File: config.mk
export PLATFORM = sky130hd
export DESIGN_NAME = text_glyph_rect_generator_core
export DESIGN_NICKNAME = d
export VERILOG_FILES = /design/src/sv/tgr_pkg.sv /design/src/sv/tgr_addu.sv /design/src/sv/tgr_ctrl.sv /design/src/sv/text_glyph_rect_generator_core.sv
export SDC_FILE = /design/constraint.sdc
export NUM_CORES = 1
export LEC_CHECK = 0
export ABC_AREA = 1
export CORE_MARGIN = 2
export CORE_UTILIZATION = 50
export CTS_BUF_LIST = sky130_fd_sc_hd__clkbuf_4
export DETAILED_ROUTE_END_ITERATION = 10
export DONT_BUFFER_PORTS = 1
export HOLD_SLACK_MARGIN = 0.03
export PLACE_DENSITY_LB_ADDON = 0.2
export SLEW_MARGIN = 20
export SYNTH_ARGS = -nofsm -noshare
export SYNTH_HDL_FRONTEND = slang
export SYNTH_HIERARCHICAL = 1
export SYNTH_MEMORY_MAX_BITS = 65536
export SYNTH_SLANG_ARGS = --single-unit
File: constraint.sdc
create_clock -name i_clk -period 5.5 [get_ports i_clk]
set_clock_uncertainty 0.15 [all_clocks]
set_input_delay 0.825 -clock i_clk [delete_from_list [all_inputs] [get_ports i_clk]]
set_output_delay 0.825 -clock i_clk [all_outputs]
set_load 0.02 [all_outputs]
File: src/sv/tgr_pkg.sv
// Shared types, font constants and font tables of the text glyph rectangle generator.
// No dependencies; imported by tgr_addu, tgr_ctrl and the top level.
`timescale 1ns / 1ps
`default_nettype none

package tgr_pkg;

    localparam int GLYPH_ROWS  = 7;
    localparam int GLYPH_COLS  = 5;
    localparam int GLYPH_COUNT = 69;
    localparam int GLYPH_CELLS = GLYPH_ROWS * GLYPH_COLS;
    localparam int IDX_W       = $clog2(GLYPH_COUNT);
    localparam int COL_W       = $clog2(GLYPH_COLS);

    localparam int COORD_W = 13;
    localparam int POS_W   = 12;
    localparam int SCALE_W = 4;
    localparam int COLOR_W = 24;
    localparam int CHAR_W  = 8;
    localparam int MULT_W  = 7;   // scale times the largest multiple (6)

    localparam logic [CHAR_W-1:0] CHAR_SPACE   = 8'h20;
    localparam logic [CHAR_W-1:0] CHAR_ZERO    = 8'h30;
    localparam logic [CHAR_W-1:0] CHAR_NINE    = 8'h39;
    localparam logic [CHAR_W-1:0] CHAR_UP_A    = 8'h41;
    localparam logic [CHAR_W-1:0] CHAR_UP_Z    = 8'h5A;
    localparam logic [CHAR_W-1:0] CHAR_LOW_A   = 8'h61;
    localparam logic [CHAR_W-1:0] CHAR_LOW_Z   = 8'h7A;
    localparam logic [CHAR_W-1:0] CHAR_SMALL_X = 8'h78;
    localparam logic [CHAR_W-1:0] CASE_FOLD    = 8'd32;
    localparam logic [IDX_W-1:0]  IDX_LETTERS  = 7'd10;
    localparam logic [IDX_W-1:0]  IDX_SMALL_X  = IDX_W'(GLYPH_COUNT - 1);

    // multiples of scale produced by the shared adder
    typedef enum logic [1:0] {
        MUL1,
        MUL2,
        MUL4,
        MUL6
    } t_mul;

    typedef struct packed {
        logic [CHAR_W-1:0]  char_code;
        logic               first;
        logic [POS_W-1:0]   start_x;
        logic [POS_W-1:0]   start_y;
        logic [SCALE_W-1:0] scale;
        logic [COLOR_W-1:0] color;
    } t_item;

    typedef struct packed {
        logic [COORD_W-1:0] rect_x0;
        logic [COORD_W-1:0] rect_y0;
        logic [COORD_W-1:0] rect_x1;
        logic [COORD_W-1:0] rect_y1;
        logic [COLOR_W-1:0] fill_color;
        logic               has_rect;
        logic [COORD_W-1:0] cursor_after;
        logic               last;
    } t_beat;

    typedef struct packed {
        logic  vld;
        t_beat beat;
    } t_emit;

    typedef struct packed {
        logic             known;
        logic [IDX_W-1:0] idx;
    } t_gsel;

    // Character to glyph index, with case folding and the small x after a zero.
    function automatic t_gsel glyph_find(input logic [CHAR_W-1:0] code,
                                         input logic [CHAR_W-1:0] prev);
        logic [CHAR_W-1:0] c;
        t_gsel             g;
        c = code;
        if (code >= CHAR_LOW_A && code <= CHAR_LOW_Z) c = code - CASE_FOLD;
        g.known = 1'b1;
        g.idx   = '0;
        if (c >= CHAR_ZERO && c <= CHAR_NINE) begin
            g.idx = IDX_W'(c - CHAR_ZERO);
        end else if (c >= CHAR_UP_A && c <= CHAR_UP_Z) begin
            g.idx = IDX_W'(c - CHAR_UP_A) + IDX_LETTERS;
        end else begin
            case (c)
                8'h2E: g.idx = 7'd36;
                8'h2D: g.idx = 7'd37;
                8'h3A: g.idx = 7'd38;
                8'h2F: g.idx = 7'd39;
                8'h28: g.idx = 7'd40;
                8'h29: g.idx = 7'd41;
                8'h2B: g.idx = 7'd42;
                8'h20: g.idx = 7'd43;
                8'h5F: g.idx = 7'd44;
                8'h2C: g.idx = 7'd45;
                8'h3D: g.idx = 7'd46;
                8'h7C: g.idx = 7'd47;
                8'h23: g.idx = 7'd48;
                8'h25: g.idx = 7'd49;
                8'h5B: g.idx = 7'd50;
                8'h5D: g.idx = 7'd51;
                8'h3C: g.idx = 7'd52;
                8'h3E: g.idx = 7'd53;
                8'h21: g.idx = 7'd54;
                8'h3F: g.idx = 7'd55;
                8'h27: g.idx = 7'd56;
                8'h22: g.idx = 7'd57;
                8'h2A: g.idx = 7'd58;
                8'h26: g.idx = 7'd59;
                8'h40: g.idx = 7'd60;
                8'h24: g.idx = 7'd61;
                8'h3B: g.idx = 7'd62;
                8'h7B: g.idx = 7'd63;
                8'h7D: g.idx = 7'd64;
                8'h7E: g.idx = 7'd65;
                8'h5E: g.idx = 7'd66;
                8'h5C: g.idx = 7'd67;
                default: g.known = 1'b0;
            endcase
        end
        if (code == CHAR_SMALL_X && prev == CHAR_ZERO) begin
            g.known = 1'b1;
            g.idx   = IDX_SMALL_X;
        end
        return g;
    endfunction

    // Glyph bitmap, top row in the high bits, left column first within a row.
    function automatic logic [GLYPH_CELLS-1:0] glyph_bits(input logic [IDX_W-1:0] idx);
        logic [GLYPH_CELLS-1:0] b;
        case (idx)
            7'd0:  b = {5'h0E, 5'h11, 5'h13, 5'h15, 5'h19, 5'h11, 5'h0E};
            7'd1:  b = {5'h04, 5'h0C, 5'h04, 5'h04, 5'h04, 5'h04, 5'h0E};
            7'd2:  b = {5'h0E, 5'h11, 5'h01, 5'h02, 5'h04, 5'h08, 5'h1F};
            7'd3:  b = {5'h1F, 5'h02, 5'h04, 5'h02, 5'h01, 5'h11, 5'h0E};
            7'd4:  b = {5'h02, 5'h06, 5'h0A, 5'h12, 5'h1F, 5'h02, 5'h02};
            7'd5:  b = {5'h1F, 5'h10, 5'h1E, 5'h01, 5'h01, 5'h11, 5'h0E};
            7'd6:  b = {5'h06, 5'h08, 5'h10, 5'h1E, 5'h11, 5'h11, 5'h0E};
            7'd7:  b = {5'h1F, 5'h01, 5'h02, 5'h04, 5'h08, 5'h08, 5'h08};
            7'd8:  b = {5'h0E, 5'h11, 5'h11, 5'h0E, 5'h11, 5'h11, 5'h0E};
            7'd9:  b = {5'h0E, 5'h11, 5'h11, 5'h0F, 5'h01, 5'h02, 5'h0C};
            7'd10: b = {5'h0E, 5'h11, 5'h11, 5'h1F, 5'h11, 5'h11, 5'h11};
            7'd11: b = {5'h1E, 5'h11, 5'h11, 5'h1E, 5'h11, 5'h11, 5'h1E};
            7'd12: b = {5'h0E, 5'h11, 5'h10, 5'h10, 5'h10, 5'h11, 5'h0E};
            7'd13: b = {5'h1C, 5'h12, 5'h11, 5'h11, 5'h11, 5'h12, 5'h1C};
            7'd14: b = {5'h1F, 5'h10, 5'h10, 5'h1E, 5'h10, 5'h10, 5'h1F};
            7'd15: b = {5'h1F, 5'h10, 5'h10, 5'h1E, 5'h10, 5'h10, 5'h10};
            7'd16: b = {5'h0E, 5'h11, 5'h10, 5'h17, 5'h11, 5'h11, 5'h0F};
            7'd17: b = {5'h11, 5'h11, 5'h11, 5'h1F, 5'h11, 5'h11, 5'h11};
            7'd18: b = {5'h0E, 5'h04, 5'h04, 5'h04, 5'h04, 5'h04, 5'h0E};
            7'd19: b = {5'h07, 5'h02, 5'h02, 5'h02, 5'h02, 5'h12, 5'h0C};
            7'd20: b = {5'h11, 5'h12, 5'h14, 5'h18, 5'h14, 5'h12, 5'h11};
            7'd21: b = {5'h10, 5'h10, 5'h10, 5'h10, 5'h10, 5'h10, 5'h1F};
            7'd22: b = {5'h11, 5'h1B, 5'h15, 5'h15, 5'h11, 5'h11, 5'h11};
            7'd23: b = {5'h11, 5'h11, 5'h19, 5'h15, 5'h13, 5'h11, 5'h11};
            7'd24: b = {5'h0E, 5'h11, 5'h11, 5'h11, 5'h11, 5'h11, 5'h0E};
            7'd25: b = {5'h1E, 5'h11, 5'h11, 5'h1E, 5'h10, 5'h10, 5'h10};
            7'd26: b = {5'h0E, 5'h11, 5'h11, 5'h11, 5'h15, 5'h12, 5'h0D};
            7'd27: b = {5'h1E, 5'h11, 5'h11, 5'h1E, 5'h14, 5'h12, 5'h11};
            7'd28: b = {5'h0F, 5'h10, 5'h10, 5'h0E, 5'h01, 5'h01, 5'h1E};
            7'd29: b = {5'h1F, 5'h04, 5'h04, 5'h04, 5'h04, 5'h04, 5'h04};
            7'd30: b = {5'h11, 5'h11, 5'h11, 5'h11, 5'h11, 5'h11, 5'h0E};
            7'd31: b = {5'h11, 5'h11, 5'h11, 5'h11, 5'h11, 5'h0A, 5'h04};
            7'd32: b = {5'h11, 5'h11, 5'h11, 5'h15, 5'h15, 5'h15, 5'h0A};
            7'd33: b = {5'h11, 5'h11, 5'h0A, 5'h04, 5'h0A, 5'h11, 5'h11};
            7'd34: b = {5'h11, 5'h11, 5'h11, 5'h0A, 5'h04, 5'h04, 5'h04};
            7'd35: b = {5'h1F, 5'h01, 5'h02, 5'h04, 5'h08, 5'h10, 5'h1F};
            7'd36: b = {5'h00, 5'h00, 5'h00, 5'h00, 5'h00, 5'h0C, 5'h0C};
            7'd37: b = {5'h00, 5'h00, 5'h00, 5'h1F, 5'h00, 5'h00, 5'h00};
            7'd38: b = {5'h00, 5'h0C, 5'h0C, 5'h00, 5'h0C, 5'h0C, 5'h00};
            7'd39: b = {5'h01, 5'h01, 5'h02, 5'h04, 5'h08, 5'h10, 5'h10};
            7'd40: b = {5'h02, 5'h04, 5'h08, 5'h08, 5'h08, 5'h04, 5'h02};
            7'd41: b = {5'h08, 5'h04, 5'h02, 5'h02, 5'h02, 5'h04, 5'h08};
            7'd42: b = {5'h00, 5'h04, 5'h04, 5'h1F, 5'h04, 5'h04, 5'h00};
            7'd43: b = {5'h00, 5'h00, 5'h00, 5'h00, 5'h00, 5'h00, 5'h00};
            7'd44: b = {5'h00, 5'h00, 5'h00, 5'h00, 5'h00, 5'h00, 5'h1F};
            7'd45: b = {5'h00, 5'h00, 5'h00, 5'h00, 5'h0C, 5'h04, 5'h08};
            7'd46: b = {5'h00, 5'h00, 5'h1F, 5'h00, 5'h1F, 5'h00, 5'h00};
            7'd47: b = {5'h04, 5'h04, 5'h04, 5'h04, 5'h04, 5'h04, 5'h04};
            7'd48: b = {5'h0A, 5'h0A, 5'h1F, 5'h0A, 5'h1F, 5'h0A, 5'h0A};
            7'd49: b = {5'h18, 5'h19, 5'h02, 5'h04, 5'h08, 5'h13, 5'h03};
            7'd50: b = {5'h0E, 5'h08, 5'h08, 5'h08, 5'h08, 5'h08, 5'h0E};
            7'd51: b = {5'h0E, 5'h02, 5'h02, 5'h02, 5'h02, 5'h02, 5'h0E};
            7'd52: b = {5'h02, 5'h04, 5'h08, 5'h10, 5'h08, 5'h04, 5'h02};
            7'd53: b = {5'h08, 5'h04, 5'h02, 5'h01, 5'h02, 5'h04, 5'h08};
            7'd54: b = {5'h04, 5'h04, 5'h04, 5'h04, 5'h04, 5'h00, 5'h04};
            7'd55: b = {5'h0E, 5'h11, 5'h01, 5'h02, 5'h04, 5'h00, 5'h04};
            7'd56: b = {5'h0C, 5'h04, 5'h08, 5'h00, 5'h00, 5'h00, 5'h00};
            7'd57: b = {5'h0A, 5'h0A, 5'h0A, 5'h00, 5'h00, 5'h00, 5'h00};
            7'd58: b = {5'h00, 5'h04, 5'h15, 5'h0E, 5'h15, 5'h04, 5'h00};
            7'd59: b = {5'h0C, 5'h12, 5'h14, 5'h08, 5'h15, 5'h12, 5'h0D};
            7'd60: b = {5'h0E, 5'h11, 5'h01, 5'h0D, 5'h15, 5'h15, 5'h0E};
            7'd61: b = {5'h04, 5'h0F, 5'h14, 5'h0E, 5'h05, 5'h1E, 5'h04};
            7'd62: b = {5'h00, 5'h0C, 5'h0C, 5'h00, 5'h0C, 5'h04, 5'h08};
            7'd63: b = {5'h02, 5'h04, 5'h04, 5'h08, 5'h04, 5'h04, 5'h02};
            7'd64: b = {5'h08, 5'h04, 5'h04, 5'h02, 5'h04, 5'h04, 5'h08};
            7'd65: b = {5'h00, 5'h00, 5'h08, 5'h15, 5'h02, 5'h00, 5'h00};
            7'd66: b = {5'h04, 5'h0A, 5'h11, 5'h00, 5'h00, 5'h00, 5'h00};
            7'd67: b = {5'h10, 5'h10, 5'h08, 5'h04, 5'h02, 5'h01, 5'h01};
            7'd68: b = {5'h00, 5'h00, 5'h11, 5'h0A, 5'h04, 5'h0A, 5'h11};
            default: b = '0;
        endcase
        return b;
    endfunction

endpackage

`default_nettype wire

File: src/sv/tgr_addu.sv
// Shared coordinate adder: base plus 1, 2, 4 or 6 times the cell scale.
// Depends on tgr_pkg.
`timescale 1ns / 1ps
`default_nettype none

module tgr_addu
    import tgr_pkg::*;
(
    input  wire logic [COORD_W-1:0] i_a,
    input  wire logic [SCALE_W-1:0] i_scale,
    input  wire t_mul               i_mul,
    output logic      [COORD_W-1:0] o_sum
);

    logic [MULT_W-1:0] w_b;

    always_comb begin
        unique case (i_mul)
            MUL1: w_b = MULT_W'(i_scale);
            MUL2: w_b = MULT_W'({i_scale, 1'b0});
            MUL4: w_b = MULT_W'({i_scale, 2'b00});
            MUL6: w_b = MULT_W'({i_scale, 2'b00}) + MULT_W'({i_scale, 1'b0});
            default: w_b = '0;
        endcase
    end

    assign o_sum = i_a + COORD_W'(w_b);

endmodule

`default_nettype wire

File: src/sv/tgr_ctrl.sv
// Sequencer of the glyph generator: pen state, font lookup, cell scan and
// rectangle corner updates through one shared adder. Depends on tgr_pkg, tgr_addu.
`timescale 1ns / 1ps
`default_nettype none

module tgr_ctrl
    import tgr_pkg::*;
(
    input  wire logic             i_clk,
    input  wire logic             i_rst_n,
    input  wire logic             i_in_valid,
    output logic                  o_in_ready,
    input  wire t_item            i_in,
    input  wire logic [POS_W-1:0] i_canvas,
    input  wire logic             i_out_free,
    output t_emit                 o_emit
);

    typedef enum logic [3:0] {
        S_IDLE,
        S_CHECK,
        S_LOAD,
        S_K_X1,
        S_K_Y1,
        S_U_X1,
        S_U_Y1,
        S_U_Y0,
        S_U_X0,
        S_SCAN,
        S_UNK,
        S_BLANK
    } t_state;

    t_state                 r_state;
    logic [COORD_W-1:0]     r_pen_x;
    logic [POS_W-1:0]       r_pen_y;
    logic [CHAR_W-1:0]      r_prior;
    logic                   r_stopped;

    logic [CHAR_W-1:0]      r_code;
    logic [SCALE_W-1:0]     r_scale;
    logic [COLOR_W-1:0]     r_color;
    t_gsel                  r_gsel;
    logic [GLYPH_CELLS-1:0] r_bits;
    logic [COL_W-1:0]       r_col;
    logic [COORD_W-1:0]     r_xb;    // left edge of the glyph
    logic [COORD_W-1:0]     r_xs1;   // right edge of the first column
    logic [COORD_W-1:0]     r_cx;
    logic [COORD_W-1:0]     r_cx1;
    logic [COORD_W-1:0]     r_ry;
    logic [COORD_W-1:0]     r_ry1;

    logic [COORD_W-1:0]     w_a;
    t_mul                   w_mul;
    logic [COORD_W-1:0]     w_sum;
    t_gsel                  w_gsel;
    logic                   w_lit;
    logic                   w_tail_zero;
    logic                   w_wrap;
    logic                   w_step;

    assign w_gsel      = glyph_find(r_code, r_prior);
    assign w_lit       = r_bits[GLYPH_CELLS-1];
    assign w_tail_zero = (r_bits[GLYPH_CELLS-2:0] == '0);
    assign w_wrap      = (r_col == COL_W'(GLYPH_COLS - 1));
    assign w_step      = !w_lit || i_out_free;
    assign o_in_ready  = (r_state == S_IDLE);

    always_comb begin
        w_a   = r_cx;
        w_mul = MUL1;
        unique case (r_state)
            S_LOAD: begin
                w_a   = r_pen_x;
                w_mul = MUL6;
            end
            S_K_X1: w_a = r_cx;
            S_K_Y1: w_a = r_ry;
            S_U_X1: begin
                w_a   = r_cx;
                w_mul = MUL4;
            end
            S_U_Y1: begin
                w_a   = r_ry;
                w_mul = MUL6;
            end
            S_U_Y0: begin
                w_a   = r_ry;
                w_mul = MUL2;
            end
            S_U_X0: w_a = r_cx;
            S_SCAN: w_a = w_wrap ? r_ry1 : r_cx1;
            default: w_a = r_cx;
        endcase
    end

    tgr_addu u_addu (
        .i_a     (w_a),
        .i_scale (r_scale),
        .i_mul   (w_mul),
        .o_sum   (w_sum)
    );

    always_comb begin
        o_emit                   = '0;
        o_emit.beat.cursor_after = r_pen_x;
        o_emit.beat.last         = 1'b1;
        unique case (r_state)
            S_SCAN, S_UNK: begin
                o_emit.vld             = (r_state == S_UNK) ? i_out_free
                                                            : (w_lit && i_out_free);
                o_emit.beat.rect_x0    = r_cx;
                o_emit.beat.rect_y0    = r_ry;
                o_emit.beat.rect_x1    = r_cx1;
                o_emit.beat.rect_y1    = r_ry1;
                o_emit.beat.fill_color = r_color;
                o_emit.beat.has_rect   = 1'b1;
                o_emit.beat.last       = (r_state == S_UNK) || w_tail_zero;
            end
            S_BLANK: o_emit.vld = i_out_free;
            default: o_emit.vld = 1'b0;
        endcase
    end

    always_ff @(posedge i_clk) begin
        if (!i_rst_n) begin
            r_state   <= S_IDLE;
            r_pen_x   <= '0;
            r_pen_y   <= '0;
            r_prior   <= CHAR_SPACE;
            r_stopped <= 1'b0;
        end else begin
            unique case (r_state)
                S_IDLE: begin
                    if (i_in_valid) begin
                        r_code  <= i_in.char_code;
                        r_scale <= i_in.scale;
                        r_color <= i_in.color;
                        if (i_in.first) begin
                            r_pen_x   <= COORD_W'(i_in.start_x);
                            r_pen_y   <= i_in.start_y;
                            r_prior   <= CHAR_SPACE;
                            r_stopped <= 1'b0;
                        end
                        r_state <= S_CHECK;
                    end
                end
                S_CHECK: begin
                    if (r_stopped || r_pen_x > COORD_W'(i_canvas)) begin
                        r_stopped <= 1'b1;
                        r_state   <= S_BLANK;
                    end else begin
                        r_gsel  <= w_gsel;
                        r_prior <= r_code;
                        r_state <= S_LOAD;
                    end
                end
                S_LOAD: begin
                    r_bits  <= r_gsel.known ? glyph_bits(r_gsel.idx) : '0;
                    r_pen_x <= w_sum;
                    r_xb    <= r_pen_x;
                    r_cx    <= r_pen_x;
                    r_ry    <= COORD_W'(r_pen_y);
                    r_col   <= '0;
                    r_state <= r_gsel.known ? S_K_X1 : S_U_X1;
                end
                S_K_X1: begin
                    r_cx1   <= w_sum;
                    r_xs1   <= w_sum;
                    r_state <= S_K_Y1;
                end
                S_K_Y1: begin
                    r_ry1   <= w_sum;
                    r_state <= (r_bits == '0) ? S_BLANK : S_SCAN;
                end
                S_U_X1: begin
                    r_cx1   <= w_sum;
                    r_state <= S_U_Y1;
                end
                S_U_Y1: begin
                    r_ry1   <= w_sum;
                    r_state <= S_U_Y0;
                end
                S_U_Y0: begin
                    r_ry    <= w_sum;
                    r_state <= S_U_X0;
                end
                S_U_X0: begin
                    r_cx    <= w_sum;
                    r_state <= S_UNK;
                end
                S_SCAN: begin
                    if (w_step) begin
                        r_bits <= {r_bits[GLYPH_CELLS-2:0], 1'b0};
                        if (w_wrap) begin
                            r_col <= '0;
                            r_cx  <= r_xb;
                            r_cx1 <= r_xs1;
                            r_ry  <= r_ry1;
                            r_ry1 <= w_sum;
                        end else begin
                            r_col <= r_col + 1'b1;
                            r_cx  <= r_cx1;
                            r_cx1 <= w_sum;
                        end
                        if (w_tail_zero) r_state <= S_IDLE;
                    end
                end
                S_UNK, S_BLANK: begin
                    if (i_out_free) r_state <= S_IDLE;
                end
                default: r_state <= S_IDLE;
            endcase
        end
    end

    // the sequencer never starts a new item while it still has beats to give
    assert property (@(posedge i_clk) disable iff (!i_rst_n)
        (o_emit.vld && !o_emit.beat.last) |=> !o_in_ready)
        else $error("tgr_ctrl: ready while a character is unfinished");

    // a beat without a rectangle always closes its character
    assert property (@(posedge i_clk) disable iff (!i_rst_n)
        (o_emit.vld && !o_emit.beat.has_rect) |-> o_emit.beat.last)
        else $error("tgr_ctrl: blank beat not marked last");

    // the stop flag is only raised while checking the pen
    assert property (@(posedge i_clk) disable iff (!i_rst_n)
        $rose(r_stopped) |-> $past(r_state) == S_CHECK)
        else $error("tgr_ctrl: stop flag set outside the pen check");

endmodule

`default_nettype wire

File: src/sv/text_glyph_rect_generator_core.sv
// Top level of the text glyph rectangle generator: stream ports, canvas width
// register and output beat register. Depends on tgr_pkg and tgr_ctrl.
`timescale 1ns / 1ps
`default_nettype none

// Text glyph rectangle generator.
// One input beat is one character; a beat with tuser (first) set opens a new
// string at start_x/start_y. Each lit cell of the 5x7 font glyph leaves as one
// filled scale-by-scale rectangle on the master stream, row by row, left column
// first; tlast marks the final beat of a character, tuser is has_rect.
// Unknown characters give one box; blank glyphs and characters past the canvas
// width give a single beat with has_rect low.
// Sequence: the block takes a character, then runs the pen check, font
// lookup and corner setup in the shared adder, then scans cells one per cycle,
// while the output register has room for a lit cell, up to the last lit cell.
// s_axis_tready is high only while the sequencer is idle, so a new character
// waits until the sequencer is through with the last one.
// A receiver stall holds the output beat register, and the scan waits on the
// next lit cell; the next character is taken while the final beat still waits.
// Reset (synchronous, active low) sets the pen to 0,0, the previous character
// to space, clears the stop flag and loads canvas_width with 1080.
// canvas_width is written through i_cfg_we/i_cfg_wdata; the user must write it only while idle (not enforced).

module text_glyph_rect_generator_core
    import tgr_pkg::*;
(
    input  wire logic        i_clk,
    input  wire logic        i_rst_n,
    input  wire logic        i_cfg_we,
    input  wire logic [11:0] i_cfg_wdata,    // canvas_width
    input  wire logic        s_axis_tvalid,
    output logic             s_axis_tready,
    // char_code[7:0], start_x[19:8], start_y[31:20], scale[35:32],
    // color[59:36], zero[63:60]
    input  wire logic [63:0] s_axis_tdata,
    input  wire logic        s_axis_tuser,   // first
    output logic             m_axis_tvalid,
    input  wire logic        m_axis_tready,
    // rect_x0[12:0], rect_y0[25:13], rect_x1[38:26], rect_y1[51:39],
    // fill_color[75:52], cursor_after[88:76], zero[95:89]
    output logic [95:0]      m_axis_tdata,
    output logic             m_axis_tuser,   // has_rect
    output logic             m_axis_tlast    // last
);

    localparam logic [POS_W-1:0] CANVAS_RESET = 12'd1080;

    logic [POS_W-1:0] r_canvas;
    logic             r_ovalid;
    t_beat            r_obeat;

    t_item            w_item;
    t_emit            w_emit;
    logic             w_out_free;

    // unpack the slave beat
    assign w_item.char_code = s_axis_tdata[7:0];
    assign w_item.start_x   = s_axis_tdata[19:8];
    assign w_item.start_y   = s_axis_tdata[31:20];
    assign w_item.scale     = s_axis_tdata[35:32];
    assign w_item.color     = s_axis_tdata[59:36];
    assign w_item.first     = s_axis_tuser;

    // output register is free when empty or when its beat leaves this cycle
    assign w_out_free = !r_ovalid || m_axis_tready;

    always_ff @(posedge i_clk) begin
        if (!i_rst_n) begin
            r_canvas <= CANVAS_RESET;
        end else if (i_cfg_we) begin
            r_canvas <= i_cfg_wdata;
        end
    end

    tgr_ctrl u_ctrl (
        .i_clk      (i_clk),
        .i_rst_n    (i_rst_n),
        .i_in_valid (s_axis_tvalid),
        .o_in_ready (s_axis_tready),
        .i_in       (w_item),
        .i_canvas   (r_canvas),
        .i_out_free (w_out_free),
        .o_emit     (w_emit)
    );

    always_ff @(posedge i_clk) begin
        if (!i_rst_n) begin
            r_ovalid <= 1'b0;
        end else begin
            if (w_emit.vld) begin
                r_ovalid <= 1'b1;
                r_obeat  <= w_emit.beat;
            end else if (m_axis_tready) begin
                r_ovalid <= 1'b0;
            end
        end
    end

    assign m_axis_tvalid = r_ovalid;
    assign m_axis_tdata  = {7'd0, r_obeat.cursor_after, r_obeat.fill_color,
                            r_obeat.rect_y1, r_obeat.rect_x1,
                            r_obeat.rect_y0, r_obeat.rect_x0};
    assign m_axis_tuser  = r_obeat.has_rect;
    assign m_axis_tlast  = r_obeat.last;

    // the sequencer only writes the output register when it has room
    assert property (@(posedge i_clk) disable iff (!i_rst_n)
        w_emit.vld |-> (!r_ovalid || m_axis_tready))
        else $error("core: beat written over a pending beat");

    // a blank beat carries no rectangle and no color
    assert property (@(posedge i_clk) disable iff (!i_rst_n)
        (m_axis_tvalid && !m_axis_tuser) |-> (m_axis_tdata[75:0] == '0))
        else $error("core: blank beat with rectangle data");

    // a taken character keeps the slave side closed on the next cycle
    assert property (@(posedge i_clk) disable iff (!i_rst_n)
        (s_axis_tvalid && s_axis_tready) |=> !s_axis_tready)
        else $error("core: second character taken back to back");

endmodule

`default_nettype wire
After elaboration in Yosys (flattened, before gate mapping)
Memories as Yosys holds them, arrays and structs flattened. A register that Yosys moved wholly into a read port is not among the register bits.
Index checks and enable logic that the tools add are counted.
{ "totals": {"reg_bits": 302, "mem_bits_ro": 4480, "input_bits": 82, "out_inout_bits": 100, "word_cells": 200, "n_memories": 1} }
{ "classes": {"n_addsub": 7, "magnitude_cmp": 7, "n_eq_ne": 57, "muxes": 53, "n_bitwise": 1, "n_reduce_logical": 46} }
{ "memory_table": {"columns": ["name", "depth", "word_bits", "read_ports", "rd_clocked_by_memory_dff", "wr", "line", "text"], "rows": [
  ["(no name shown)", 128, 35, 1, 1, 0, "tgr_pkg.sv:132", "case (idx)"]
]} }
{ "ops": {"columns": ["op", "count"], "rows": [
  ["$pmux W7 S32", 1],
  ["$eq A8 B6 Y1 const B", 23],
  ["$mux W13", 11],
  ["$pmux W13 S3", 3],
  ["$eq A8 B7 Y1 const B", 11],
  ["$pmux W13 S2", 3],
  ["$mux W35", 2],
  ["$pmux W35 S2", 1],
  ["$pmux W4 S11", 1],
  ["$logic_not A35 Y1", 1],
  ["$logic_not A34 Y1", 1],
  ["$mux W8", 4],
  ["$reduce_or A32 Y1", 1],
  ["$mux W7", 4],
  ["$pmux W7 S4", 1],
  ["$reduce_and A3 Y1", 7],
  ["$mux W4", 5],
  ["$reduce_and A4 Y1", 5],
  ["$eq A4 B3 Y1 const B", 4],
  ["$eq A4 B4 Y1 const B", 4],
  ["$ge A8 B7 Y1 const B", 2],
  ["$le A8 B7 Y1 const B", 2],
  ["$pmux W8 S2", 1],
  ["$add A13 B7 Y13", 1],
  ["33 further kinds", 72]
]} }

Logic depth before layout (Yosys ltp)
Gate-level depths: netlist (run 1).
{ "depth": {"depth_word": 9, "depth_mapped": 33} }

Modules after synthesis
The synthesis (run 1) kept the hierarchy.
{ "by_module_without_submodules": {"columns": ["mod", "n_inst", "cells_per_inst", "area_per_inst_um2", "seq_area_each_um2"], "rows": [
  ["tgr_ctrl", 1, 1867, 14149.8, 6266.0],
  ["text_glyph_rect_generator_core", 1, 174, 3321.9, 2992.9],
  ["tgr_addu", 1, 147, 802.0, 0.0]
]} }

Worst setup path after synthesis (run 1)
OpenSTA, ideal clock, no wires.
{ "synth_path": {"kind": "input port to flip-flop", "startpoint": "input i_rst_n", "endpoint": "register u_ctrl.r_code[0], enable pin", "setup_time_ps": 474, "arrival_time_ps": 3538, "required_time_ps": 4876, "setup_slack_ps": 1338, "cell_stages": 2, "n_path_buf": 0, "path_cell_list": "clkinv_1 -> nor3_1"} }
{ "synth_via": {"elab_chain_len": 1} }
{ "synth_lines": {"columns": ["item", "line", "text"], "rows": [
  ["from (decl)", "text_glyph_rect_generator_core.sv:28", "input wire logic i_rst_n,"],
  ["$reduce_and A3 Y1 (no line)", null, null],
  ["to (signal assigned)", "tgr_ctrl.sv:136", "r_code <= i_in.char_code;"],
  ["to (decl)", "tgr_ctrl.sv:40", "logic [CHAR_W-1:0] r_code;"]
]} }
Every way passes these cells.
A chain may end at the register's enable or synchronous reset.

==> run summary, run 1 <==
The flow ran to the end, and the final reports show no timing, DRC or antenna violations. Type of destination of the critical path: a flip-flop. The post-route netlist has 13.42% of its cells at a drive strength greater than 1. After layout, the worst path uses 91.93% of the clock period.

The max-slew violation total from the final report is 0, and the number of global-route vias before repair is 15000. Number of buffers created by CTS: 85. In the routed layout, each cell is associated on average with a via count of 5.473. The tools report the number of ports placed on the die boundary as 182. The horizontal extent of the die works out to 195.2 um.

The compound-gate portion of the synthesized area was 9.298%. The buffer cell driving the clock tree root was sky130_fd_sc_hd__clkbuf_4. The die area was 38090 um2; the clock transition at the register clock pins on the worst setup and hold paths after CTS was 0.06 ns. Entering global routing, the biggest net connects 71 pins. On the worst path, the slowest cell contributes a delay of 0.53 ns. Timing would allow up to 197.8 MHz.

For the critical path arrival, the log shows 5.53 ns. Classification of the worst setup path: flip-flop to flip-flop. The post-synth design cell area came out at 18270 um2.

The portion of total power attributed to combinational logic was 45.4%. Setup violations remaining at the end of the flow were counted as 0. The worst-case reg-to-reg path depth was 28; the number of warnings issued by yosys was 6. The number of DRC markers in iteration 0 is 1570.

The biggest fanout along the worst timing path was 9. The main combinational cell family by area after synthesis is simple AND/OR/NAND/NOR gates. The worst hold-check path type was input port to flip-flop.

Max-cap violations in this run came to 0. The sequential area share after synthesis was 50.67%. The most area-hungry cell type in the Yosys netlist is sky130_fd_sc_hd__edfxtp_1. The initial antenna violation count is 2, and the number of flops mapped to enable cells by yosys is 251. Across the whole layout, storage elements account for 9259 um2.

Compared with the post-synthesis result, the final layout area differs by 11.14%. Cell internal power was estimated by the tool at 5.939 mW. Setup repair after global routing left no endpoint under its margin. The number of distinct library cells after synthesis was 54. A synthesized cell averages 8.352 um2. The share of total power dissipated in the clock network is 19.9%. The final estimated routing congestion in global placement was 0.9975; the number of remaining DRC errors was 0. Summed over all cells, the static leakage comes to 8.976 nW. For hold timing, the worst endpoint is u_ctrl/r_pen_y[0]. The power density over the cells is 524.5 nW/um2, and the post-synthesis simple-gate area fraction is 26.98%.

Excluding fillers, the count of instances in the completed layout stands at 2825. The final number of hold-violating endpoints is 0, and the worst-case vdd ir drop is 382.4 uV. Before antenna repair, the detailed router went through 5 iterations. Summing the areas of all fa, ha and maj instances in the mapped netlist gives 3.643% of the synthesized area.

Summing all multi-input logic gate instances after layout gives 7467 um2. In this run the tool buffered the top-level ports with 0 buffer cells. The fraction of power spent switching nets is 44.24%. The logs give 41 for the number of hold buffers added after cts and 50.40% for the starting density of the core. Overall power consumption after layout is estimated at 10.65 mW. The post-synthesis instance total is 2188, and the total wirelength of the detailed-routed design is 54850 um. The number of resized instances in the post-cts repair step is 0, and the fraction of registers with async set/reset is 0%. The XOR/XNOR share of the synthesized area is 0.5751%, and the half-perimeter wire length after placement is 39930 um. In this run the core area contains 70 standard-cell rows.

The synthesized design devotes to its leading area cell type 41.25% of total area. Critical-path cell with the highest stage delay: sky130_fd_sc_hd__edfxtp_1. After clock tree synthesis, the setup repair step added 0 buffers. The register bit total from synthesis came out at 337. The run gives 5.97 ns as the required time at the endpoint of the critical path. Measured along the y axis, the die boundary spans 195.2 um. The largest delay contributor family on the critical path is simple AND/OR/NAND/NOR gates. Including well taps, the total number of placed cells is 2622.

Count of filler cells inserted in the layout: 3423. After detailed routing, the average wire length per cell comes to 19.42 um. The total overflow left after global routing is 0. For the flop-to-flop setup slack, the log shows 0.44 ns.

In this run the tightest slew margin relative to its limit is 30.91%. The count of nets left with antenna violations once routing finished came out at 0. By instance count, the cell type seen most on the critical path is sky130_fd_sc_hd__nand2_1.

The critical path contains buffers and inverters numbering 4 combined. The H-tree was split into 3 levels. For the final routed database, the setup TNS stands at 0 ns. For the pin with the worst max-slew slack, the measured transition is 1.032 ns. For this design the total switching power over the nets is 4.713 mW.

The worst hold path was traced through 2 stages. Global-route wire length before repair: 84440 um. In this run the most critical hold path is launched from s_axis_tdata[20].

Launch point of the worst reg-to-reg path: u_ctrl/r_code[1]. The tools report the core outline area as 36260 um2. The total via count in the routed design was 15460. The final hold slack is 0.08134 ns, and the number of sinks driven by the clock tree is 337. The most used flip-flop cell after synthesis is sky130_fd_sc_hd__edfxtp_1. The minimum clock period after layout was 5.056 ns; the sequential share of power was 34.7%. TritonCTS built the clock tree. Measured against the total synthesized area, the mux share comes to 0%. At the later pin of the worst-skew pair, clock insertion delay measures 0.75 ns. Sorting the synthesized cells by area gives the leading types as sky130_fd_sc_hd__edfxtp_1, sky130_fd_sc_hd__nand2_1, sky130_fd_sc_hd__dfxtp_1. After the last flow step, the layout net total stands at 2418. The tools report the critical path startpoint category as a flip-flop.

The clock passes through at most 3 buffers. For the total routing resource utilization after global routing, the log shows 28.75%.
-- cell families (layout without fill, tap and decap cells) --
family          after synthesis  after routing
other cells                   1             10
flops                       337            337
fa+ha+maj                    52             52
simple gates               1127           1127
xor+xnor                     12             12
compound gates              294            294
buf+inv                     365            525
-- layout by cell type (no fill, tap or decap), types with 11 or more instances in the layout --
master / Yosys / final
sky130_fd_sc_hd__nand2_2: 37 / 37
sky130_fd_sc_hd__nand2_1: 581 / 581
sky130_fd_sc_hd__clkinv_1: 4 / 25
sky130_fd_sc_hd__nand3_2: 16 / 16
sky130_fd_sc_hd__ha_1: 50 / 50
sky130_fd_sc_hd__o2111ai_1: 11 / 11
sky130_fd_sc_hd__o21ai_1: 23 / 23
sky130_fd_sc_hd__inv_2: 15 / 18
sky130_fd_sc_hd__nor4_1: 12 / 12
sky130_fd_sc_hd__o221ai_1: 17 / 17
sky130_fd_sc_hd__nor2_1: 255 / 249
sky130_fd_sc_hd__edfxtp_1: 251 / 251
sky130_fd_sc_hd__buf_4: 15 / 52
sky130_fd_sc_hd__dlygate4sd3_1: 0 / 41
sky130_fd_sc_hd__dfxtp_1: 86 / 86
sky130_fd_sc_hd__a31oi_1: 16 / 16
sky130_fd_sc_hd__nand3_1: 160 / 160
sky130_fd_sc_hd__inv_1: 250 / 249
sky130_fd_sc_hd__nand4_1: 19 / 19
sky130_fd_sc_hd__nor2_2: 14 / 17
sky130_fd_sc_hd__o21ai_0: 126 / 126
sky130_fd_sc_hd__clkbuf_4: 0 / 130
sky130_fd_sc_hd__a21oi_1: 70 / 70
-- through the flow --
stage / util [%] / instance area [um2] / setup slack, ns
5_1_grt: 56.01 / 20310 / 0.01841
6_report: 56.01 / 20310 / 0.4438
2_1_floorplan: - / 18300 / 1.338
4_1_cts: 55.85 / 20250 / 0.5310
3_3_place_gp: 51.67 / 18740 / 0.6638
3_5_place_dp: 51.67 / 18740 / 0.5845
-- synth_stat cells (all sizes together), types with 9 or more instances --
cell type / count
a21oi: 75
nor2: 274
nand2: 628
ha: 50
inv: 268
buf: 52
clkbuf: 40
dfxtp: 86
o221ai: 17
o2111ai: 11
nor4: 12
edfxtp: 251
nand3: 179
a31oi: 17
nand4: 19
o21ai: 152
xor2: 9
-- area by class of cell --
cell class / count / share of cell area [%]
Antenna cell: 3 / 0.03696
Clock buffer: 130 / 4.805
Clock inverter: 27 / 0.6407
Inverter: 273 / 5.101
Multi-Input combinational cell: 1492 / 36.77
Sequential cell: 337 / 45.59
Tap cell: 468 / 2.883
Timing Repair Buffer: 95 / 4.177
-- worst max-delay path by stage --
stage | cells past startpoint | slack [ns] | startpoint | to
after floorplan | 2 | 1.34 | i_rst_n | u_ctrl/r_code[0]
after global placement | 28 | 0.66 | u_ctrl/r_code[1] | flip-flop
after detailed placement | 30 | 0.58 | u_ctrl/r_code[1] | flip-flop
after CTS | 30 | 0.53 | u_ctrl/r_code[1] | flip-flop
after global routing | 30 | 0.02 | u_ctrl/r_code[1] | flip-flop
final | 28 | 0.44 | u_ctrl/r_code[1] | flip-flop
-- per-layer routing --
layer | track usage [%] | wire length (um) | share of wire (%)
met1 | 35.53 | 22520 | 41
met2 | 48.76 | 26490 | 48
met3 | 5.130 | 3286 | 6.0
met4 | 14.08 | 2555 | 4.7
met5 | 0 | 0 | 0
-- power by group through the flow --
| stage | clock network [mW] | logic (mW) | registers, mW |
|---|---|---|---|
| finish | 2.12 | 4.83 | 3.70 |
| global route | 2.30 | 5.27 | 3.73 |
| CTS | 2.17 | 4.72 | 3.70 |
| detailed placement | 0 | 4.67 | 3.75 |
| global placement | 0 | 4.62 | 3.74 |
| floorplan | 0 | 3.21 | 3.68 |
(Power assumes the default switching activity.)
==> run 2, diff against run 1 <==
Settings changed: HOLD_SLACK_MARGIN 0.03 to 0.05.
Clock period 5.5 ns to 5 ns, I/O delays scaled along.
==> run summary, run 2 (synthesis results as in run 1) <==
The max-cap violation count was 0 (unchanged); the number of I/O port buffers was 0 (unchanged). The starting density of the core is 50.40% (unchanged), and the average wire length per cell after detail routing is 19.36 um (was 19.42 um). The final net count is 2496 (was 2418). The worst hold path depth came out at 2 (unchanged). The classification of the worst setup path is flip-flop to flip-flop (unchanged). The run gives 1579 (was 1570) as the number of DRC markers in iteration 0. The flop-to-flop setup slack was 0.51 ns (was 0.44 ns); the final number of hold-violating endpoints was 0 (unchanged). Most frequent cells in the layout: sky130_fd_sc_hd__nand2_1, sky130_fd_sc_hd__edfxtp_1, sky130_fd_sc_hd__inv_1, sky130_fd_sc_hd__nor2_1, sky130_fd_sc_hd__nand3_1 (unchanged).

The largest stage delay on the critical path is 0.42 ns (was 0.53 ns). For the number of sinks driven by the clock tree, the log shows 337 (unchanged). The run gives 5 (unchanged) as the number of detailed-routing iterations run before antenna repair. The tools report the final estimated routing congestion in global placement as 1.033 (was 0.9975). The run gives 363.4 uV (was 382.4 uV) as the worst-case vdd ir drop. The run finished with clean final reports. Critical path arrival: 5.02 ns (was 5.53 ns).

TritonCTS built the clock tree. The number of ports placed on the die boundary is 182 (unchanged), and the clock transition at the register clock pins on the worst setup and hold paths after CTS is 0.06 ns (about the same). The tools report the utilization of the core after routing as 58.22% (was 56.01%). The core outline area came out at 36260 um2 (unchanged). The run gives 2901 (was 2825) as the final cell count without fillers. The total wirelength of the detailed-routed design is 56170 um (was 54850 um). The run gives 0.75 ns (about the same) as the clock insertion delay at the later pin of the skew report.

Worst hold-check path type: input port to flip-flop (unchanged). For the number of global-route vias before repair, the log shows 15630 (was 15000). The number of instances in the placed design is 2662 (was 2622), and the total leakage power is 9.378 nW (was 8.976 nW). The tools report the total chip power as 12.18 mW (was 10.65 mW).

The count of antenna-violating nets left after detailed routing came out at 0 (unchanged). The via-per-instance ratio came out at 5.509 (was 5.473). For the number of buffers created by CTS, the log shows 88 (was 85). The run gives 92 (was 71) as the maximum number of pins on one net before global-route repair. The type of destination of the critical path was a flip-flop (unchanged). For the global-route wire length before repair, the log shows 86970 um (was 84440 um). The tools report the launch point of the worst reg-to-reg path as u_ctrl/r_code[0] (was u_ctrl/r_code[1]).

The maximum count of clock buffers along a single path was 3 (unchanged); the maximum operating frequency was 222.5 MHz (was 197.8 MHz). The max-slew violation total from the final report was 0 (unchanged); the worst-case reg-to-reg path depth was 30 (was 28). The total via count in the routed design is 15980 (was 15460). The cell area after layout was 21110 um2 (was 20310 um2); the share of post-route cells with drive strength above 1 was 15.30% (was 13.42%). The initial antenna violation count is 1 (was 2). Fraction of power spent switching nets: 43.15% (was 44.24%).

The portion of total power attributed to combinational logic was 45.6% (was 45.4%). The final number of setup-violating endpoints was 0 (unchanged); the horizontal extent of the die was 195.2 um (unchanged). The tools report the overall overflow remaining after global route as 0 (unchanged). The total routing resource utilization after global routing came out at 29.42% (was 28.75%).

The worst min-delay path endpoint was u_ctrl/r_prior[5] (was u_ctrl/r_pen_y[0]). Critical path startpoint category: a flip-flop (unchanged). Count of filler cells inserted in the layout: 3294 (was 3423).

The power spent charging and discharging nets is 5.258 mW (was 4.713 mW). The worst slew margin relative to its limit was 29.47% (was 30.91%); the maximum level of the CTS H-tree was 3 (unchanged). The biggest fanout along the worst timing path came out at 26 (was 9). The power density over the cells was 577.2 nW/um2 (was 524.5 nW/um2); the period utilization was 89.87% (was 91.93%). The tools report the required time at the endpoint of the critical path as 5.52 ns (was 5.97 ns). The leading cell type in the layout, fill and taps excluded is sky130_fd_sc_hd__nand2_1 (unchanged).

The die area was 38090 um2 (unchanged); the minimum clock period after layout was 4.494 ns (was 5.056 ns). The critical-path cell with the highest stage delay is sky130_fd_sc_hd__edfxtp_1 (unchanged). The signed area change from the synthesized netlist to the final layout works out to 15.52% (was 11.14%). The library cell appearing most often on the critical path was sky130_fd_sc_hd__nand2_1 (unchanged). The design internal power is 6.926 mW (was 5.939 mW). The part of the power in the clock network was 21.0% (was 19.9%); the actual transition at the worst max-transition pin was 1.055 ns (was 1.032 ns). Buffer cell driving the clock tree root: sky130_fd_sc_hd__clkbuf_4 (unchanged).

The half-perimeter wire length after placement was 40520 um (was 39930 um). The die height is 195.2 um (unchanged), and the number of standard-cell rows in the floorplan is 70 (unchanged). The tools report the startpoint of the lowest-slack hold path as i_rst_n (was s_axis_tdata[20]). The logs give 19070 um2 (was 18740 um2) for the placed cell area and 33.4% (was 34.7%) for the sequential share of power.

For the number of remaining DRC errors, the log shows 0 (unchanged).
==> run 2: cell types whose count changed in the layout (fill, tap and decap cells not counted), sizes merged, moves of 3 or more <==
cell / delta
buf: +42
bufinv: +3
clkbuf: +9
clkinv: -9
dlygate4sd3: +33
==> run 2: worst max-delay path: cells and delay by family, from the launching register on <==
kind	cells	cell delay, ns
flip-flops	1	0.42
adder cells (fa/ha/maj)	2	0.39
buffers and inverters	5	0.53
AND/OR/NAND/NOR	23	2.90
==> run 2: per-stage QoR <==
step | TNS, ns | hold slack [ns] | worst slack, ns
2_1_floorplan | 0 | 0.2789 | 0.8738
3_3_place_gp | 0 | 0.2997 | 0.5076
3_5_place_dp | 0 | 0.3101 | 0.4224
4_1_cts | 0 | 0.08147 | 0.4153
5_1_grt | -0.01057 | 0.1148 | -0.01012
6_report | 0 | 0.1597 | 0.5064
==> run 2: layout make-up <==
| type | count | area [um2] | area share (%) |
|---|---|---|---|
| Timing Repair Buffer | 170 | 1519 | 7.196 |
| Clock buffer | 139 | 1044 | 4.943 |
| Multi-Input combinational cell | 1492 | 7480 | 35.43 |
| Inverter | 273 | 1036 | 4.908 |
| Antenna cell | 2 | 5.005 | 0.02371 |
| Clock inverter | 20 | 181.4 | 0.8595 |
| Sequential cell | 337 | 9259 | 43.86 |
| Tap cell | 468 | 585.6 | 2.774 |
==> run 2: worst max path at each step <==
stage | cells after the start | slack [ns] | endpoint | from
after detailed placement | 28 | 0.42 | flip-flop | u_ctrl/r_code[1]
after global routing | 33 | -0.01 | flip-flop | u_ctrl/r_code[0]
after CTS | 30 | 0.42 | flip-flop | u_ctrl/r_code[1]
after global placement | 30 | 0.51 | flip-flop | u_ctrl/r_code[1]
final | 30 | 0.51 | flip-flop | u_ctrl/r_code[0]
after floorplan | 5 | 0.87 | u_ctrl/r_code[0] | u_ctrl/r_state[0]
==> run 2: timing repair <==
item	4_1_cts	5_1_grt
setup buffers	0	2
hold buffers	75	0
hold endpoints to repair	82	0
endpoints found under the setup margin	0	20
gates resized for setup	0	4
==> run 2: power by group through the flow <==
stage	sequential (mW)	clock [mW]	combinational, mW
3_5_place_dp	4.14	0	5.30
5_1_grt	4.11	2.77	6.05
3_3_place_gp	4.12	0	5.27
4_1_cts	4.08	2.62	5.40
2_1_floorplan	4.05	0	3.53
6_report	4.07	2.56	5.55
==> run 2: metal layers <==
| metal | up-vias | global-route usage, % | wire length [um] |
|---|---|---|---|
| met1 | 7460 | 35.71 | 22130 |
| li1 | 7613 | - | - |
| met3 | 171 | 5.302 | 3858 |
| met5 | - | 0 | 0 |
| met4 | 0 | 17.22 | 3122 |
| met2 | 737 | 49.29 | 27050 |
==> run 3, diff against run 2 <==
Settings changed: CORE_ASPECT_RATIO from default to 1.1.
==> run summary, run 3 (synthesis results as in run 1) <==
The tools report the worst min-delay path endpoint as r_canvas[10] (was u_ctrl/r_prior[5]). Buffer cell driving the clock tree root: sky130_fd_sc_hd__clkbuf_4 (unchanged). The tools report the critical path arrival as 5.05 ns (was 5.02 ns). The tools report the starting density of the core as 50.65% (was 50.40%). The tools report the final net count as 2490 (was 2496). The number of instances in the placed design was 2683 (was 2662); the pre-CTS setup slack was 0.4960 ns (was 0.4224 ns).

For the maximum operating frequency, the log shows 216.4 MHz (was 222.5 MHz). The number of I/O port buffers is 0 (unchanged). The largest stage delay on the critical path was 0.59 ns (was 0.42 ns); the total setup buffers inserted after CTS was 0 (unchanged).

The global-route wire length before repair was 85870 um (was 86970 um). The final number of setup-violating endpoints is 0 (unchanged), and the via-per-instance ratio is 5.411 (was 5.509). Horizontal extent of the die: 186.3 um (was 195.2 um).

TritonCTS built the clock tree. The signed area change from the synthesized netlist to the final layout was 14.93% (was 15.52%). The number of remaining DRC errors is 0 (unchanged). The die area came out at 38090 um2 (about the same). The tools report the total via count in the routed design as 15740 (was 15980).

The area occupied by multi-input gates was 7475 um2 (was 7480 um2); the number of detailed-routing iterations run before antenna repair was 5 (unchanged). The worst hold path depth is 2 (unchanged). The maximum count of clock buffers along a single path was 3 (unchanged). The count of antenna-violating nets left after detailed routing is 0 (unchanged). Most frequent cells in the layout: sky130_fd_sc_hd__nand2_1, sky130_fd_sc_hd__edfxtp_1, sky130_fd_sc_hd__inv_1, sky130_fd_sc_hd__nor2_1, sky130_fd_sc_hd__nand3_1 (unchanged).

The total routing resource utilization after global routing was 29.70% (was 29.42%). The average wire length per cell after detail routing is 19.22 um (was 19.36 um). The half-perimeter wire length after placement was 40750 um (was 40520 um); the period utilization was 92.42% (was 89.87%).

The run finished with clean final reports. The run gives 368.1 uV (was 363.4 uV) as the worst-case vdd ir drop. The run gives 1375 (was 1579) as the number of DRC markers in iteration 0.

For the part of the power in the clock network, the log shows 19.2% (was 21.0%). The library cell appearing most often on the critical path is sky130_fd_sc_hd__nand2_1 (unchanged). The biggest fanout along the worst timing path was 9 (was 26); the maximum level of the CTS H-tree was 3 (unchanged).

The power density over the cells is 570.0 nW/um2 (was 577.2 nW/um2). The maximum number of pins on one net before global-route repair is 70 (was 92), and the utilization of the core after routing is 58.21% (was 58.22%). The tools report the critical path startpoint category as a flip-flop (unchanged).

Number of standard-cell rows in the floorplan: 73 (was 70). The initial antenna violation count was 2 (was 1). The final estimated routing congestion in global placement is 1.001 (was 1.033).

Actual transition at the worst max-transition pin: 1.088 ns (was 1.055 ns). The sequential share of power came out at 33.9% (was 33.4%). The final number of hold-violating endpoints came out at 0 (unchanged).

The combined flip-flop and latch cell area is 9259 um2 (unchanged), and the total leakage power is 9.313 nW (was 9.378 nW). Critical-path cell with the highest stage delay: sky130_fd_sc_hd__edfxtp_1 (unchanged). The worst hold-check path type is input port to flip-flop (unchanged). The run gives 11.97 mW (was 12.18 mW) as the total chip power.

The run gives 3267 (was 3294) as the count of filler cells inserted in the layout. The type of destination of the critical path was a flip-flop (unchanged). The clock transition at the register clock pins on the worst setup and hold paths after CTS is 0.07 ns (was 0.06 ns).

Fraction of power spent switching nets: 43.60% (was 43.15%). The logs give 5.43 ns (was 5.52 ns) for the required time at the endpoint of the critical path and 0 (unchanged) for the max-cap violation count. Leading cell type in the layout, fill and taps excluded: sky130_fd_sc_hd__nand2_1 (unchanged). The run gives 0 (unchanged) as the overall overflow remaining after global route.

The launch point of the worst reg-to-reg path is u_ctrl/r_code[2] (was u_ctrl/r_code[0]). The flop-to-flop setup slack was 0.38 ns (was 0.51 ns). The startpoint of the lowest-slack hold path was i_rst_n (unchanged). The setup TNS was 0 ns (unchanged); the final worst setup slack was 0.3788 ns (was 0.5064 ns).

The tools report the number of global-route vias before repair as 15360 (was 15630). The run gives 0.75 ns (about the same) as the clock insertion delay at the later pin of the skew report. Total wirelength of the detailed-routed design: 55910 um (was 56170 um). The power spent charging and discharging nets is 5.220 mW (was 5.258 mW).

The tools report the number of ports placed on the die boundary as 182 (unchanged). The die height was 204.5 um (was 195.2 um); the share of post-route cells with drive strength above 1 was 15.04% (was 15.30%). The classification of the worst setup path is flip-flop to flip-flop (unchanged).

Worst slew margin relative to its limit: 27.29% (was 29.47%). The final cell count without fillers was 2909 (was 2901); the minimum clock period after layout was 4.621 ns (was 4.494 ns). For the number of sinks driven by the clock tree, the log shows 337 (unchanged). The max-slew violation total from the final report is 0 (unchanged), and the portion of total power attributed to combinational logic is 46.9% (was 45.6%).

Setup repair after global routing left no endpoint under its margin. The logs give 6.752 mW (was 6.926 mW) for the design internal power and 82 (was 88) for the number of buffers created by CTS. The worst-case reg-to-reg path depth was 32 (was 30). For the core outline area, the log shows 36080 um2 (was 36260 um2).
run 3: cell types whose count changed in the layout (fill, tap and decap cells not counted), moves of 2 or more:
cell	change
sky130_fd_sc_hd__clkbuf_4	-6
sky130_fd_sc_hd__clkinv_1	-4
sky130_fd_sc_hd__ha_2	-2
sky130_fd_sc_hd__ha_1	+2
sky130_fd_sc_hd__nor2_1	-2
sky130_fd_sc_hd__bufinv_16	-3
sky130_fd_sc_hd__nor2_2	+2
run 3: repair_timing:
action | CTS | global route
gates resized for setup | 0 | 1
endpoints found under the setup margin | 0 | 3
hold endpoints to repair | 82 | 0
hold buffers | 75 | 0
run 3: per-stage QoR:
stage / hold slack [ns] / instance area, um2
CTS: 0.08561 / 20970
finish: 0.1792 / 21000
global route: 0.1068 / 21000
detailed placement: 0.2994 / 19130
global placement: 0.2980 / 19130
floorplan: 0.2789 / 18300
run 3: per-layer routing:
metal  vias up  track usage (%)  routed length [um]
met5         -                0                   0
met4         0            16.73                3035
met2       689            49.67               27230
met3       157            5.440                3496
li1       7593                -                   -
met1      7302            36.00               22150
run 3: cell type report:
class / count / area share (%)
diodes: 2 / 0.02383
clock buffers: 133 / 4.754
clock inverters: 15 / 0.4170
inverters: 273 / 4.933
multi-input cells: 1492 / 35.59
flip-flops and latches: 337 / 44.09
well taps: 487 / 2.901
repair buffers: 170 / 7.292
run 3: power by group through the flow:
stage | Clock [mW] | Sequential, mW | Combinational, mW
floorplan | 0 | 4.05 | 3.53
global placement | 0 | 4.11 | 5.38
detailed placement | 0 | 4.12 | 5.40
CTS | 2.36 | 4.06 | 5.49
global route | 2.52 | 4.10 | 6.12
finish | 2.30 | 4.06 | 5.61
run 3: critical path: cells and delay by family (launching register included):
family                     cells  cell delay [ns]
adders and majority gates      2             0.37
buffers and inverters          7             0.81
DFF                            1             0.59
and+or+nand+nor               23             2.57
run 3: worst max path at each step:
stage	end	from	slack, ns
after global routing	flip-flop	u_ctrl/r_code[0]	0.02
after global placement	flip-flop	u_ctrl/r_code[0]	0.50
after detailed placement	flip-flop	u_ctrl/r_code[0]	0.50
after CTS	flip-flop	u_ctrl/r_code[0]	0.44
final	flip-flop	u_ctrl/r_code[2]	0.38
after floorplan	u_ctrl/r_code[0]	u_ctrl/r_state[0]	0.87
